[config.mk]
export PLATFORM = sky130hd
export DESIGN_NAME = rsdp_signature_scanner_core
export DESIGN_NICKNAME = d
export VERILOG_FILES = /design/src/rtl/rsdp_ss_pkg.sv /design/src/rtl/rsdp_signature_scanner_core.sv
export SDC_FILE = /design/constraint.sdc
export NUM_CORES = 1
export LEC_CHECK = 0
export BUFFER_PORTS_ARGS = -buffer_cell sky130_fd_sc_hd__buf_4
export CORE_MARGIN = 4
export CORE_UTILIZATION = 55
export CTS_CLUSTER_DIAMETER = 150
export DETAILED_ROUTE_END_ITERATION = 16
export PLACE_DENSITY = 0.76
export SYNTH_ARGS = -nofsm -noshare
export SYNTH_HDL_FRONTEND = slang
export SYNTH_SLANG_ARGS = --single-unit
[constraint.sdc]
create_clock -name clock -period 14.8 [get_ports clock]
set_input_delay 0.74 -clock clock [delete_from_list [all_inputs] [get_ports clock]]
set_output_delay 0.74 -clock clock [all_outputs]
set_load 0.02 [all_outputs]
[src/rtl/rsdp_ss_pkg.sv]
package rsdp_ss_pkg;

   localparam int unsigned POS_W      = 6;
   localparam int unsigned ALIGN_BITS = 4;
   localparam int unsigned SEL_W      = 2;

   localparam logic [SEL_W-1:0] LANE_FIRST = 2'd0;
   localparam logic [SEL_W-1:0] LANE_LAST  = 2'd2;

   localparam logic [POS_W-1:0] SIG_LEN    = 6'd8;
   localparam logic [POS_W-1:0] REV_POS    = 6'd15;
   localparam logic [POS_W-1:0] SHORT_LAST = 6'd19;
   localparam logic [POS_W-1:0] LONG_LAST  = 6'd35;
   localparam logic [7:0]       LONG_REV   = 8'd2;

   localparam logic [31:0] BASE_RESET = 32'h000e_0000;
   localparam logic [63:0] SIG_TEXT   = "RSD PTR ";

   typedef struct packed {
      logic             active;
      logic             sig_ok;
      logic             is_long;
      logic [7:0]       sum;
      logic [POS_W-1:0] pos;
   } lane_type;

   function automatic logic [7:0] sig_byte(input logic [2:0] idx);
      logic [7:0] res;
      unique case (idx)
         3'd0: res = SIG_TEXT[63:56];
         3'd1: res = SIG_TEXT[55:48];
         3'd2: res = SIG_TEXT[47:40];
         3'd3: res = SIG_TEXT[39:32];
         3'd4: res = SIG_TEXT[31:24];
         3'd5: res = SIG_TEXT[23:16];
         3'd6: res = SIG_TEXT[15:8];
         3'd7: res = SIG_TEXT[7:0];
         default: res = 8'h00;
      endcase
      return res;
   endfunction

endpackage

[src/rtl/rsdp_signature_scanner_core.sv]
// Scans a region of firmware memory for the ACPI root pointer structure.
// The req channel carries one memory byte per word, in address order, with
// first_byte marking the start of a new scan and last_byte its final byte.
// A candidate opens at every 16-byte boundary; three lanes follow the
// overlapping candidates, checking the signature and the byte checksum over
// 20 or 36 bytes as the revision byte selects.
// The rsp channel gives at most one word per scan: found with the region base
// plus the candidate's offset, or not-found on the final byte of the region.
// Bytes after a result are discarded until the next first_byte.
// Each byte passes through one stage of logic into the output register, so a
// result appears in the cycle after the byte that completes it, and one byte is
// taken every cycle while the output register is empty or being drained.
// When the receiver stalls with a result held, req_ready falls and the scan
// waits. Reset empties the output register, restarts the scan at offset zero
// and loads region_base with its default; csr writes update region_base.
module rsdp_signature_scanner_core #(
   parameter int unsigned REGION_BYTES = 131072
) (
   input  logic        clock,
   input  logic        reset,
   input  logic        req_valid,
   output logic        req_ready,
   input  logic [7:0]  req_data_byte,
   input  logic        req_first_byte,
   input  logic        req_last_byte,
   output logic        rsp_valid,
   input  logic        rsp_ready,
   output logic        rsp_found,
   output logic [31:0] rsp_rsdp_address,
   input  logic        csr_write_en,
   input  logic [31:0] csr_write_data
);

   localparam int unsigned OFF_W = $clog2(REGION_BYTES);
   localparam logic [OFF_W-1:0] LAST_OFF = OFF_W'(REGION_BYTES - 1);
   localparam int unsigned LANES = 3;

   logic [31:0]                     region_base_ff;
   logic [OFF_W-1:0]                byte_offset_ff, byte_offset_in;
   logic [rsdp_ss_pkg::SEL_W-1:0]   lane_sel_ff, lane_sel_in;
   logic                            scan_done_ff, scan_done_in;
   rsdp_ss_pkg::lane_type           lane_ff [LANES];
   rsdp_ss_pkg::lane_type           lane_in [LANES];
   logic [OFF_W-1:0]                lane_start_ff [LANES];
   logic [OFF_W-1:0]                lane_start_in [LANES];
   logic                            rsp_valid_ff, rsp_valid_in;
   logic                            rsp_found_ff, rsp_found_in;
   logic [31:0]                     rsp_address_ff, rsp_address_in;

   logic                            take;
   logic [OFF_W-1:0]                cur_offset;
   logic [rsdp_ss_pkg::SEL_W-1:0]   cur_sel;
   logic                            cur_done;
   logic                            open_lane;
   logic                            scan_end;
   logic                            hit;
   logic                            produce;
   logic [OFF_W-1:0]                hit_start;
   logic [LANES-1:0]                cur_active;
   logic [LANES-1:0]                finish;
   logic [LANES-1:0]                pass;

   assign req_ready        = !rsp_valid_ff || rsp_ready;
   assign take             = req_valid && req_ready;
   assign rsp_valid        = rsp_valid_ff;
   assign rsp_found        = rsp_found_ff;
   assign rsp_rsdp_address = rsp_address_ff;

   assign cur_offset = req_first_byte ? '0 : byte_offset_ff;
   assign cur_sel    = req_first_byte ? rsdp_ss_pkg::LANE_FIRST : lane_sel_ff;
   assign cur_done   = req_first_byte ? 1'b0 : scan_done_ff;
   assign open_lane  = (cur_offset[rsdp_ss_pkg::ALIGN_BITS-1:0] == '0);
   assign scan_end   = req_last_byte || (cur_offset >= LAST_OFF);

   always_comb begin
      rsdp_ss_pkg::lane_type lane;
      for (int k = 0; k < LANES; k++) begin
         lane = lane_ff[k];
         lane_start_in[k] = lane_start_ff[k];
         if (req_first_byte) begin
            lane.active = 1'b0;
         end
         cur_active[k] = lane.active;
         if (open_lane && (cur_sel == rsdp_ss_pkg::SEL_W'(k))) begin
            lane = '{active: 1'b1, sig_ok: 1'b1, is_long: 1'b0, sum: 8'h00, pos: '0};
            lane_start_in[k] = cur_offset;
         end
         finish[k] = 1'b0;
         pass[k]   = 1'b0;
         if (lane.active) begin
            lane.sum = lane.sum + req_data_byte;
            if ((lane.pos < rsdp_ss_pkg::SIG_LEN) &&
                (req_data_byte != rsdp_ss_pkg::sig_byte(lane.pos[2:0]))) begin
               lane.sig_ok = 1'b0;
            end
            if (lane.pos == rsdp_ss_pkg::REV_POS) begin
               lane.is_long = (req_data_byte >= rsdp_ss_pkg::LONG_REV);
            end
            if (lane.pos >= (lane.is_long ? rsdp_ss_pkg::LONG_LAST
                                          : rsdp_ss_pkg::SHORT_LAST)) begin
               finish[k]   = 1'b1;
               pass[k]     = lane.sig_ok && (lane.sum == 8'h00);
               lane.active = 1'b0;
            end
            lane.pos = lane.pos + 1'b1;
         end
         lane_in[k] = lane;
      end
   end

   // Two lanes can only pass together when one closes a long span and the
   // other a short one; the long one opened first and so has the lower offset.
   always_comb begin
      logic got_long;
      logic got_any;
      got_long  = 1'b0;
      got_any   = 1'b0;
      hit_start = '0;
      for (int k = 0; k < LANES; k++) begin
         if (pass[k] && lane_in[k].is_long && !got_long) begin
            got_long  = 1'b1;
            hit_start = lane_start_in[k];
         end
      end
      for (int k = 0; k < LANES; k++) begin
         if (pass[k] && !got_long && !got_any) begin
            got_any   = 1'b1;
            hit_start = lane_start_in[k];
         end
      end
   end

   assign hit     = |pass;
   assign produce = !cur_done && (hit || scan_end);

   always_comb begin
      byte_offset_in = cur_offset + 1'b1;
      lane_sel_in    = cur_sel;
      if (open_lane) begin
         lane_sel_in = (cur_sel == rsdp_ss_pkg::LANE_LAST) ? rsdp_ss_pkg::LANE_FIRST
                                                           : cur_sel + 1'b1;
      end
      scan_done_in   = produce;
      rsp_found_in   = hit;
      rsp_address_in = hit ? region_base_ff + 32'(hit_start) : 32'h0000_0000;
      if (take && produce) begin
         rsp_valid_in = 1'b1;
      end else if (rsp_ready) begin
         rsp_valid_in = 1'b0;
      end else begin
         rsp_valid_in = rsp_valid_ff;
      end
   end

   always_ff @(posedge clock) begin
      if (reset) begin
         region_base_ff <= rsdp_ss_pkg::BASE_RESET;
      end else if (csr_write_en) begin
         region_base_ff <= csr_write_data;
      end
   end

   always_ff @(posedge clock) begin
      if (reset) begin
         byte_offset_ff <= '0;
         lane_sel_ff    <= rsdp_ss_pkg::LANE_FIRST;
         scan_done_ff   <= 1'b0;
         rsp_valid_ff   <= 1'b0;
         for (int k = 0; k < LANES; k++) begin
            lane_ff[k] <= '0;
         end
      end else begin
         rsp_valid_ff <= rsp_valid_in;
         if (take && !cur_done) begin
            byte_offset_ff <= byte_offset_in;
            lane_sel_ff    <= lane_sel_in;
            scan_done_ff   <= scan_done_in;
            for (int k = 0; k < LANES; k++) begin
               lane_ff[k] <= lane_in[k];
            end
         end
      end
   end

   always_ff @(posedge clock) begin
      if (take && !cur_done) begin
         for (int k = 0; k < LANES; k++) begin
            lane_start_ff[k] <= lane_start_in[k];
         end
      end
      if (take && produce) begin
         rsp_found_ff   <= rsp_found_in;
         rsp_address_ff <= rsp_address_in;
      end
   end

`ifndef SYNTH
   a_done_after_result: assert property (@(posedge clock) disable iff (reset)
      take && produce |=> scan_done_ff)
      else $error("scan not closed after its result");

   a_not_found_zero: assert property (@(posedge clock) disable iff (reset)
      rsp_valid_ff && !rsp_found_ff |-> rsp_address_ff == 32'h0000_0000)
      else $error("not-found result carries an address");

   a_lane_free_on_open: assert property (@(posedge clock) disable iff (reset)
      take && !cur_done && open_lane |->
         !((cur_sel == 2'd0 && cur_active[0]) || (cur_sel == 2'd1 && cur_active[1]) ||
           (cur_sel == 2'd2 && cur_active[2])))
      else $error("lane reopened while still busy");

   a_sel_range: assert property (@(posedge clock) disable iff (reset)
      lane_sel_ff != 2'd3)
      else $error("lane selector out of range");

   a_two_finish: assert property (@(posedge clock) disable iff (reset)
      take && !cur_done |-> $countones(finish) <= 2)
      else $error("more than two lanes closed on one word");
`endif

endmodule

# After elaboration in Yosys (flattened, before gate mapping)
# Memory sizes are Yosys's and may differ from the RTL's.
# Cells that the tools add are included.
# totals
latch_bits	0
ram_bits	102
out_inout_bits	35
n_memories	5
in_bits	47
rom_bits	144
reg_bits	86
# op_classes
add_sub_neg	9
n_mul	0
shift	0
magnitude_cmp	8
bitwise	3
n_eq_ne	8
div_mod_pow	0
reduce_logical	40
muxes	66
# mem_list
name	words	word_bits	read_ports	rd_clocked_by_memory_dff	wr	line_no	rtl
lane_ff	3	17	3	0	3	rsdp_signature_scanner_core.sv:42	rsdp_ss_pkg::lane_type lane_ff [LANES];
lane_start_ff	3	17	3	0	3	rsdp_signature_scanner_core.sv:44	logic [OFF_W-1:0] lane_start_ff [LANES];
(no name shown)	8	6	1	0	0	rsdp_ss_pkg.sv:29	unique case (idx)
(no name shown)	8	6	1	0	0	rsdp_ss_pkg.sv:29	
(no name shown)	8	6	1	0	0	rsdp_ss_pkg.sv:29	
# op_table
op	n
$mux 17	19
$mux 1	38
$add 32x17->32	1
$add 8x8->8	3
$logic_not 8->1	3
$mux 8	3
$ne 8x8->1	3
$logic_and 1x1->1	23
$add 6x1->6 const B	3
$eq 6x4->1 const B	3
$ge 6x6->1	3
$lt 6x4->1 const B	3
$mux 6	3
$add 17x1->17 const B	1
$ge 17x17->1 const B	1
$ge 8x2->1 const B	1
$logic_not 1->1	7
$mux 2	3
$logic_not 4->1	1
$logic_or 1x1->1	3
$or 1x1->1	3
$reduce_or 3->1	1
$add 2x1->2 const B	1
$eq 2x1->1 const B	1
3 further kinds	3

# Logic depth before layout (Yosys ltp)
# Gate-level depths: netlist of run 1.
# An unclocked memory read counts as a cell.
# logic_depth
ltp_word	31
mapped_depth	39
depth_no_buf	33

# Least setup slack after synthesis of run 1
# Ideal clock, no wire load.
# synth_path
path_kind	input port to flip-flop
start	input req_first_byte
end	register rsp_address_ff[31], in the netlist rsp_rsdp_address[31], data pin
setup_slack_ns	6.687
path_stages	29
arrival_time_ns	7.967
path_cell_list	clkbuf_1 nor2b_1 inv_1 ha_1 nor4b_1 nand2_1 clkbuf_1 buf_1 and2_1 ha_1 fa_1 xor2_1 or3_1 or4_1 or4_4 nor4_4 a21oi_2 o21a_1 a221o_1 ha_1 a21o_1 a21o_1 a2111oi_0 nor3_1 a311oi_1 nor4_1 nor2_1 or4_1 a21oi_1
# synth_between
elab_chain_cells	31
# synth_lines
element	line_no	rtl
start: declaration	rsdp_signature_scanner_core.sv:24	input logic req_first_byte,
$mux 17 or $mux 2 (tied branches)	rsdp_signature_scanner_core.sv:69, rsdp_signature_scanner_core.sv:70	
$logic_not 4->1 or $logic_not 2->1 (tied branches)	rsdp_signature_scanner_core.sv:72, rsdp_signature_scanner_core.sv:84	
$logic_and 1x1->1	rsdp_signature_scanner_core.sv:84	if (open_lane && (cur_sel == rsdp_ss_pkg::SEL_W'(k))) begin
$mux 17	rsdp_signature_scanner_core.sv:84	
$mem_v2 8x6	n/a	
$mux 8	rsdp_signature_scanner_core.sv:90	if (lane.active) begin
$ne 8x8->1	rsdp_signature_scanner_core.sv:93	(req_data_byte != rsdp_ss_pkg::sig_byte(lane.pos[2:0]))) begin
$logic_and 1x1->1	rsdp_signature_scanner_core.sv:92	if ((lane.pos < rsdp_ss_pkg::SIG_LEN) &&
[... 15 more ...]	n/a	
$mux 1	rsdp_signature_scanner_core.sv:126	if (pass[k] && !got_long && !got_any) begin
$logic_not 1->1	rsdp_signature_scanner_core.sv:126	
$logic_and 1x1->1	rsdp_signature_scanner_core.sv:126	
$mux 1	rsdp_signature_scanner_core.sv:126	
$logic_not 1->1	rsdp_signature_scanner_core.sv:126	
$logic_and 1x1->1	rsdp_signature_scanner_core.sv:126	
$mux 17	rsdp_signature_scanner_core.sv:126	
$add 32x17->32	rsdp_signature_scanner_core.sv:145	rsp_address_in = hit ? region_base_ff + 32'(hit_start) : 32'h0000_0000;
end signal: assignment	rsdp_signature_scanner_core.sv:193	rsp_address_ff <= rsp_address_in;
end: declaration	rsdp_signature_scanner_core.sv:48	logic [31:0] rsp_address_ff, rsp_address_in;
# Parallel ways exist; a longest one is shown, timed or not. The select of a mux whose other input is x is not followed.
# A chain may end at the register's enable or synchronous reset.

# Worst setup path in the final report of run 1
# Same ends and word-level chain as after synthesis.

==> impl_metrics.yaml, run 1 <==
global_route:
  grt_max_degree: 68
  grt_usage_pct: 24.1
  first_global_vias: 9420
  overflow: 0
  grt_antenna_before_repair: 0
  grt_pass1_wl_mm: 46.9
placed_design:
  gp_congestion: 0.901
  io_buffers: 81
  hpwl_mm: 19.7
clock_network:
  tritoncts: "yes"
  cts_root_buf: "clkbuf_16"
  cts_resized: 0
  clk_latency_ns: 0.44
  clock-sinks: 188
  post-cts-setup-buffers: 0
  path_clk_slew_ns: 0.08
  ctsHoldBuffers: 0
  htreeDepth: 4
  cts_made_buffers: 17
  clockBufferDepth: 2
sta:
  setup_viol: 0
  finalCritPeriodShare_pct: 62.3
  hold_viol: 0
  tightestPinTransition_ns: 1.22
  finalCriticalPeriod_ns: 9.22
  slew_violations: 0
  fmax_ghz: 0.108
  rsz0062_at_grt: "no"
  slew_headroom_pct: 18.3
  finalClockSkew_ns: 0.0120
  finalSetupTns_ns: 0
setup_path:
  r2r-start: "byte_offset_ff[0]$_SDFFE_PP0P_"
  crit_path_end_kind: "flip-flop"
  r2r_slack_ns: 5.71
  worstPathRequired_ns: 15.09
  ff2ff_path_depth: 31
  cp_slowest_cell: "nor4_1"
  start_kind: "input port"
  crit_family: "simple AND/OR/NAND/NOR gates"
  crit_type: "input port to flip-flop"
  path_buf_inv: 3
  cp_common_cell: "ha_1"
  arrival_ns: 9.52
  rr_endpoint: "rsp_rsdp_address[31]$_SDFFCE_PP0P_"
  cp_max_fo: 53
  critical-path-max-stage-delay_ns: 0.92
power_and_ir_drop:
  p_total_mw: 1.28
  irDropWorstVdd_mv: 0.0763
  power_density_nw_per_um2: 98.1
  leakage_nw: 5.34
routing:
  num_vias: 9555
  wl_per_cell_um: 17.8
  dr.first_iter.drc_count: 801
  detail_route.first_pass.iterations: 5
  antenna_left: 0
  wl_mm: 28.5
  remaining_drc_errors: 0
  routed_via_density: 5.98
die:
  die_x_um: 154
  core_area_um2: 21000
  die_y_um: 154
  start_util_pct: 55.7
  num_rows: 53
  num_io_pins: 82
  die-area_um2: 23600
yosys:
  seq_area_frac_synth_pct: 43.8
  synth_cells: 1264
  ys_types: 73
  ys_seq_elements: 188
  syn_nets: 1371
  synthArstFlopShare_pct: 0
  synth-edff-count: 135
  syn_area_per_cell_um2: 9.24
  syn_area_um2: 11700
  ys.flop_type: "edfxtp_1"
  yosysWarnings: 0
worst_hold_path:
  min_path_type: "flip-flop to flip-flop"
  holdPathEnd: "scan_done_ff$_SDFFE_PP0P_"
  min_from: "scan_done_ff$_SDFFE_PP0P_"
  min_path_cells: 2
final_layout:
  nets: 1417
  final_cell_mix: "nand2_1, nor2_1, edfxtp_1"
  drive_gt1_share_pct: 11.3
  area_growth_pct: 11.9
  diodes: 0
  final_common_cell: "nand2_1"
status:
  status: "complete, no violations"
job:
  maxCapViolations: 0
-- layout make-up --
| type | instances | area, µm² |
|---|---|---|
| fillers | 1815 | 7900 |
| multi-input cells | 943 | 6070 |
| flip-flops and latches | 188 | 5110 |
| repair buffers | 93 | 698 |
| clock buffers | 17 | 425 |
| well taps | 275 | 344 |
| inverters | 67 | 251 |
| clock inverters | 15 | 153 |
-- logic make-up (layout without fill, tap and decap cells) --
logic type / Yosys count / after routing / synth area share [%]
XOR/XNOR: 55 / 55 / 4.13
AO/OA/AOI/OAI: 297 / 297 / 16.4
adder cells (fa/ha/maj): 60 / 60 / 6.69
buffers and inverters: 133 / 192 / 4.36
AND/OR/NAND/NOR: 473 / 473 / 19.6
multiplexers: 58 / 58 / 4.99
flip-flops: 188 / 188 / 43.8
-- worst max-delay path by stage --
stage	to	slack (ns)	start	cells past startpoint
floorplan	rsp_rsdp_address[31]$_SDFFCE_PP0P_	6.69	req_first_byte	29
global placement	rsp_rsdp_address[28]$_SDFFCE_PP0P_	5.65	req_first_byte	28
detailed placement	rsp_rsdp_address[31]$_SDFFCE_PP0P_	5.38	req_first_byte	28
CTS	rsp_rsdp_address[31]$_SDFFCE_PP0P_	5.69	req_first_byte	28
global route	rsp_rsdp_address[31]$_SDFFCE_PP0P_	4.85	req_first_byte	28
finish	rsp_rsdp_address[31]$_SDFFCE_PP0P_	5.58	req_first_byte	27
-- through the flow --
step / worst slack [ns] / instance area (µm²) / hold WS (ns) / std cells / utilization, %
2_1_floorplan: 6.69 / 11700 / 0.437 / 1264 / -
3_3_place_gp: 5.65 / 12500 / 0.446 / 1566 / 59.6
3_5_place_dp: 5.38 / 12500 / 0.462 / 1566 / 59.6
4_1_cts: 5.69 / 13100 / 0.472 / 1598 / 62.3
5_1_grt: 4.85 / 13100 / 0.521 / 1598 / 62.3
6_report: 5.58 / 13100 / 0.472 / 1598 / 62.3
-- sequential cells by signal (all words and copies together), names as in the netlist --
signal / flops
region_base_ff: 32
scan_done_ff: 1
rsp_valid: 1
rsp_rsdp_address: 32
lane_start_ff: 51
rsp_found: 1
lane_sel_ff: 2
lane_ff: 51
byte_offset_ff: 17
-- metal layers --
layer	share of wire [%]	global-route usage, %	vias to the layer above
li1	-	-	4657
met1	43	31.7	4551
met2	50	40.7	285
met3	4.6	2.98	62
met4	2.8	9.42	0
met5	0	0	-
-- tightest hold or removal path: stages, from the launching register on --
cell and delay (ns):
dfxtp_1 0.32, nand2_1 0.05, a21oi_1 0.06
-- cell usage after synthesis, types with 3 or more instances --
cell / n / area [µm²]
a22oi_1: 10 / 75.1
o21a_1: 4 / 30.0
nand3_1: 19 / 95.1
o31ai_1: 12 / 90.1
o21bai_1: 5 / 37.5
nor2b_1: 16 / 100
o41a_1: 3 / 33.8
ha_1: 56 / 701
dfxtp_1: 53 / 1060
buf_1: 3 / 11.3
a21oi_1: 89 / 445
a211oi_1: 8 / 60.1
or2_2: 7 / 43.8
o21ai_0: 60 / 300
a21o_1: 14 / 105
fa_1: 4 / 80.1
xnor2_1: 27 / 236
nand2_1: 143 / 537
clkbuf_1: 57 / 214
nand2b_1: 18 / 113
or3_1: 12 / 75.1
edfxtp_1: 135 / 4050
nand4_1: 9 / 56.3
mux2i_1: 56 / 561
nand3b_1: 8 / 60.1
a31oi_1: 10 / 62.6
nor4_1: 7 / 43.8
xor2_1: 28 / 245
nor3b_1: 6 / 45.0
nor3_1: 16 / 80.1
nor2_1: 139 / 522
and3_1: 13 / 81.3
buf_2: 4 / 20.0
inv_1: 66 / 248
and2_1: 37 / 231
a311oi_1: 7 / 61.3
o211ai_1: 31 / 233
or4_1: 9 / 67.6
o221ai_1: 16 / 140
o2111ai_1: 4 / 35.0
o22ai_1: 3 / 18.8
-- power by group --
part / switching [mW] / internal [mW] / total [mW]
registers: 0.0208 / 0.603 / 0.624
clock network: 0.226 / 0.225 / 0.451
logic: 0.128 / 0.0780 / 0.207
No activity file was read; power rests on OpenSTA's default activity.
==> run 2, diff against run 1 <==
clock period = 8.65 ns   (was 14.8 ns; I/O delays follow)
==> impl_metrics.yaml, run 2 (same netlist as run 1, synthesis figures left out) <==
routing:
  antenna_left: 0
  routed_via_density: 5.98
  wl_mm: 28.5
  dr.first_iter.drc_count: 852
  detail_route.first_pass.iterations: 5
  remaining_drc_errors: 0
  num_vias: 9598
  wl_per_cell_um: 17.7
global_route:
  grt_antenna_before_repair: 0
  grt_max_degree: 68
  first_global_vias: 9274
  overflow: 0
  grt_usage_pct: 23.8
  grt_pass1_wl_mm: 46.3
clock_network:
  tritoncts: "yes"
  htreeDepth: 4
  clockBufferDepth: 2
  cts_made_buffers: 17
  clock-sinks: 188
  clk_latency_ns: 0.44
  path_clk_slew_ns: 0.08
  cts_root_buf: "clkbuf_16"
setup_path:
  crit_family: "simple AND/OR/NAND/NOR gates"
  cp_slowest_cell: "a311oi_1"
  critical-path-max-stage-delay_ns: 0.60
  crit_type: "flip-flop to flip-flop"
  path_buf_inv: 2
  worstPathRequired_ns: 8.84
  worst-path-stages: 29
  crit_path_end_kind: "flip-flop"
  ff2ff_path_depth: 29
  start_kind: "flip-flop"
  cp_common_cell: "ha_1"
  arrival_ns: 8.27
  cp_max_fo: 11
die:
  num_rows: 53
  start_util_pct: 55.7
  die-area_um2: 23600
  num_io_pins: 82
  core_area_um2: 21000
  die_x_um: 154
  die_y_um: 154
sta:
  finalSetupTns_ns: 0
  finalCriticalPeriod_ns: 8.08
  fmax_ghz: 0.124
  setup_viol: 0
  finalClockSkew_ns: 0.0130
  hold_viol: 0
  slew_violations: 0
  finalCritPeriodShare_pct: 93.4
  rsz0062_at_grt: "no"
  slew_headroom_pct: 45.4
  tightestPinTransition_ns: 0.819
status:
  status: "complete, no violations"
placed_design:
  io_buffers: 81
  placed_area_um2: 12500
  dp_cells: 1573
  hpwl_mm: 19.8
  gp_congestion: 0.848
power_and_ir_drop:
  irDropWorstVdd_mv: 0.151
  leakage_nw: 5.38
  power_density_nw_per_um2: 167
final_layout:
  area_growth_pct: 12.4
  final_common_cell: "nand2_1"
  top_regs: "lane_ff x51, lane_start_ff x51"
  diodes: 0
  drive_gt1_share_pct: 11.8
  final_cell_mix: "nand2_1, nor2_1, edfxtp_1"
  final_design_area_no_fill_um2: 13100
  finalNonFillerCells: 1605
  nets: 1424
job:
  maxCapViolations: 0
worst_hold_path:
  min_path_type: "input port to flip-flop"
  min_path_cells: 3
==> run 2: changes by cell type in the layout (fill, tap and decap cells not counted) <==
cell / before / now
clkbuf_1: 0 / 1
clkinvlp_4: 4 / 1
inv_8: 6 / 5
nor4b_2: 0 / 1
buf_4: 93 / 100
nor4_1: 7 / 6
nor4_2: 0 / 1
nor4b_1: 2 / 1
inv_6: 1 / 4
==> run 2: area by class of cell <==
class	count	area [µm²]
Clock inverter	14	145
Sequential cell	188	5110
Clock buffer	18	429
Multi-Input combinational cell	943	6090
Tap cell	275	344
Timing Repair Buffer	100	751
Fill cell	1764	7830
Inverter	67	251
==> run 2: path summary, 6_finish.rpt <==
path                                         to  slack [ns]                      startpoint
max          rsp_rsdp_address[31]$_SDFFCE_PP0P_        0.57  byte_offset_ff[0]$_SDFFE_PP0P_
min reg2reg           scan_done_ff$_SDFFE_PP0P_        0.47       scan_done_ff$_SDFFE_PP0P_
min              region_base_ff[6]$_SDFFE_PP0P_        0.22               csr_write_data[6]
max reg2reg  rsp_rsdp_address[31]$_SDFFCE_PP0P_        0.57  byte_offset_ff[0]$_SDFFE_PP0P_
==> run 2: report_power, final <==
part,internal (mW),switching (mW),leakage [nW]
Combinational,0.134,0.219,3.30
Clock,0.386,0.387,0.281
Sequential,1.03,0.0348,1.80
==> run 2: per-layer routing <==
metal  vias to the layer above  track usage, %  part of all wire (%)
li1                       4677               -                     -
met1                      4606            32.0                    44
met2                       261            40.3                    50
met3                        54            2.73                   3.9
met4                         0            7.86                   2.3
met5                         -               0                     0
==> run 2: through the flow <==
stage | utilization (%) | hold WS, ns | worst slack (ns) | power [mW]
2_1_floorplan | - | 0.437 | 0.844 | 1.33
3_3_place_gp | 59.8 | 0.458 | 0.444 | 1.43
3_5_place_dp | 59.8 | 0.466 | 0.122 | 1.44
4_1_cts | 62.6 | 0.209 | 0.267 | 2.20
5_1_grt | 62.6 | 0.218 | 0.0389 | 2.29
6_report | 62.6 | 0.216 | 0.569 | 2.19
==> run 2: timing repair <==
item | CTS | global route
endpoints found under the setup margin | 0 | 7
buffers inserted | 0 | 0
gates resized for setup | 0 | 2
hold buffers | 0 | 0
endpoints found under the hold margin | 0 | 0
==> run 2: tightest hold or removal path, cell delays in order <==
cell and delay [ns]:
buf_4 0.08, mux2i_1 0.05, nor2_1 0.07
==> run 3, diff against run 2 <==
CELL_PAD_IN_SITES_DETAIL_PLACEMENT = 0   (was not set)
CELL_PAD_IN_SITES_GLOBAL_PLACEMENT = 2   (was not set)
CORE_UTILIZATION = 39   (was 55)
CTS_CLUSTER_DIAMETER = not set   (was 150)
PLACE_DENSITY = 0.83   (was 0.76)
SKIP_CTS_REPAIR_TIMING = 1   (was not set)
==> impl_metrics.yaml, run 3 (same netlist as run 1, synthesis figures left out) <==
die:
  core_area_um2: 29600
  start_util_pct: 39.5
  die_x_um: 181
  die-area_um2: 32800
  num_io_pins: 82
  num_rows: 63
  die_y_um: 181
routing:
  wl_per_cell_um: 17.8
  routed_via_density: 5.40
  remaining_drc_errors: 0
  wl_mm: 30.7
  dr.first_iter.drc_count: 669
  antenna_left: 0
  num_vias: 9321
  detail_route.first_pass.iterations: 5
final_layout:
  final_design_area_no_fill_um2: 13300
  finalNonFillerCells: 1725
  nets: 1429
  drive_gt1_share_pct: 12.1
  final_cell_mix: "nand2_1, nor2_1, edfxtp_1"
  diodes: 0
  area_growth_pct: 14.0
  fin_util_pct: 45.0
  final_common_cell: "nand2_1"
  top_regs: "lane_ff x51, lane_start_ff x51"
  fill_cells: 2939
power_and_ir_drop:
  power_density_nw_per_um2: 167
  irDropWorstVdd_mv: 0.112
  leakage_nw: 5.40
sta:
  finalCritPeriodShare_pct: 91.2
  finalSetupTns_ns: 0
  finalClockSkew_ns: 0.0157
  tightestPinTransition_ns: 0.887
  finalCriticalPeriod_ns: 7.89
  setup_viol: 0
  hold_viol: 0
  rsz0062_at_grt: "no"
  timing.final.ws_setup_ns: 0.759
  slew_violations: 0
  fmax_ghz: 0.127
  slew_headroom_pct: 40.9
placed_design:
  io_buffers: 81
  gp_congestion: 0.834
  hpwl_mm: 21.4
  dpl_worst_slack_ns: 0.326
  dp_cells: 1693
  placed_area_um2: 12700
clock_network:
  clock-sinks: 188
  clk_latency_ns: 0.44
  path_clk_slew_ns: 0.08
  cts_root_buf: "clkbuf_16"
  htreeDepth: 4
  tritoncts: "yes"
  clockBufferDepth: 2
  cts_made_buffers: 17
setup_path:
  cp_common_cell: "ha_1"
  start_kind: "flip-flop"
  cp_slowest_cell: "or4_4"
  worstPathRequired_ns: 8.83
  crit_path_end_kind: "flip-flop"
  crit_type: "flip-flop to flip-flop"
  cp_max_fo: 17
  critical-path-max-stage-delay_ns: 0.59
  arrival_ns: 8.07
worst_hold_path:
  min_path_type: "input port to flip-flop"
global_route:
  first_global_vias: 9299
  grt_usage_pct: 18.8
  grt_max_degree: 68
  grt_pass1_wl_mm: 50.2
  overflow: 0
  grt_antenna_before_repair: 0
status:
  status: "complete, no violations"
job:
  maxCapViolations: 0
[run 3: worst paths after layout]
kind	start	to	slack (ns)	depth (start not counted)
worst min-delay path	csr_write_data[19]	region_base_ff[19]$_SDFFE_PP1P_	0.22	3
worst max-delay path	byte_offset_ff[1]$_SDFFE_PP0P_	rsp_rsdp_address[25]$_SDFFCE_PP0P_	0.76	28
worst max register to register	byte_offset_ff[1]$_SDFFE_PP0P_	rsp_rsdp_address[25]$_SDFFCE_PP0P_	0.76	28
worst min register to register	scan_done_ff$_SDFFE_PP0P_	scan_done_ff$_SDFFE_PP0P_	0.46	2
[run 3: power by group]
part / switching (mW) / internal, mW
clock: 0.378 / 0.414
sequential: 0.0348 / 1.03
combinational: 0.222 / 0.136
[run 3: final cells by class]
type	count	area [µm²]	area share [%]
clock buffers	19	443	3.33
clock inverters	13	130	0.978
inverters	67	251	1.89
multi-input cells	943	6090	45.7
flip-flops and latches	188	5110	38.4
well taps	390	488	3.67
repair buffers	105	792	5.95
[run 3: critical path: cells and delay by family (launching register included)]
| kind | cells | cell delay [ns] |
|---|---|---|
| and+or+nand+nor | 12 | 3.23 |
| buffers and inverters | 2 | 0.29 |
| xor gates and xnor gates | 1 | 0.16 |
| DFF | 1 | 0.36 |
| AOI/OAI and AO/OA | 9 | 2.49 |
| adders and majority gates | 4 | 1.10 |
[run 3: metal layers]
metal  global-route usage, %  vias to the layer above  wire (µm)  share of wire [%]
met4                    5.34                        0        604                2.0
met1                    25.8                     4430      14600                 48
met3                    2.58                       33        807                2.6
li1                        -                     4699          -                  -
met2                    31.4                      159      14700                 48
met5                       0                        -          0                  0
[run 3: stage by stage]
stage	power, mW	hold WS [ns]
floorplan	1.33	0.437
global placement	1.44	0.444
detailed placement	1.45	0.455
CTS	2.24	0.203
global route	2.33	0.214
finish	2.22	0.220
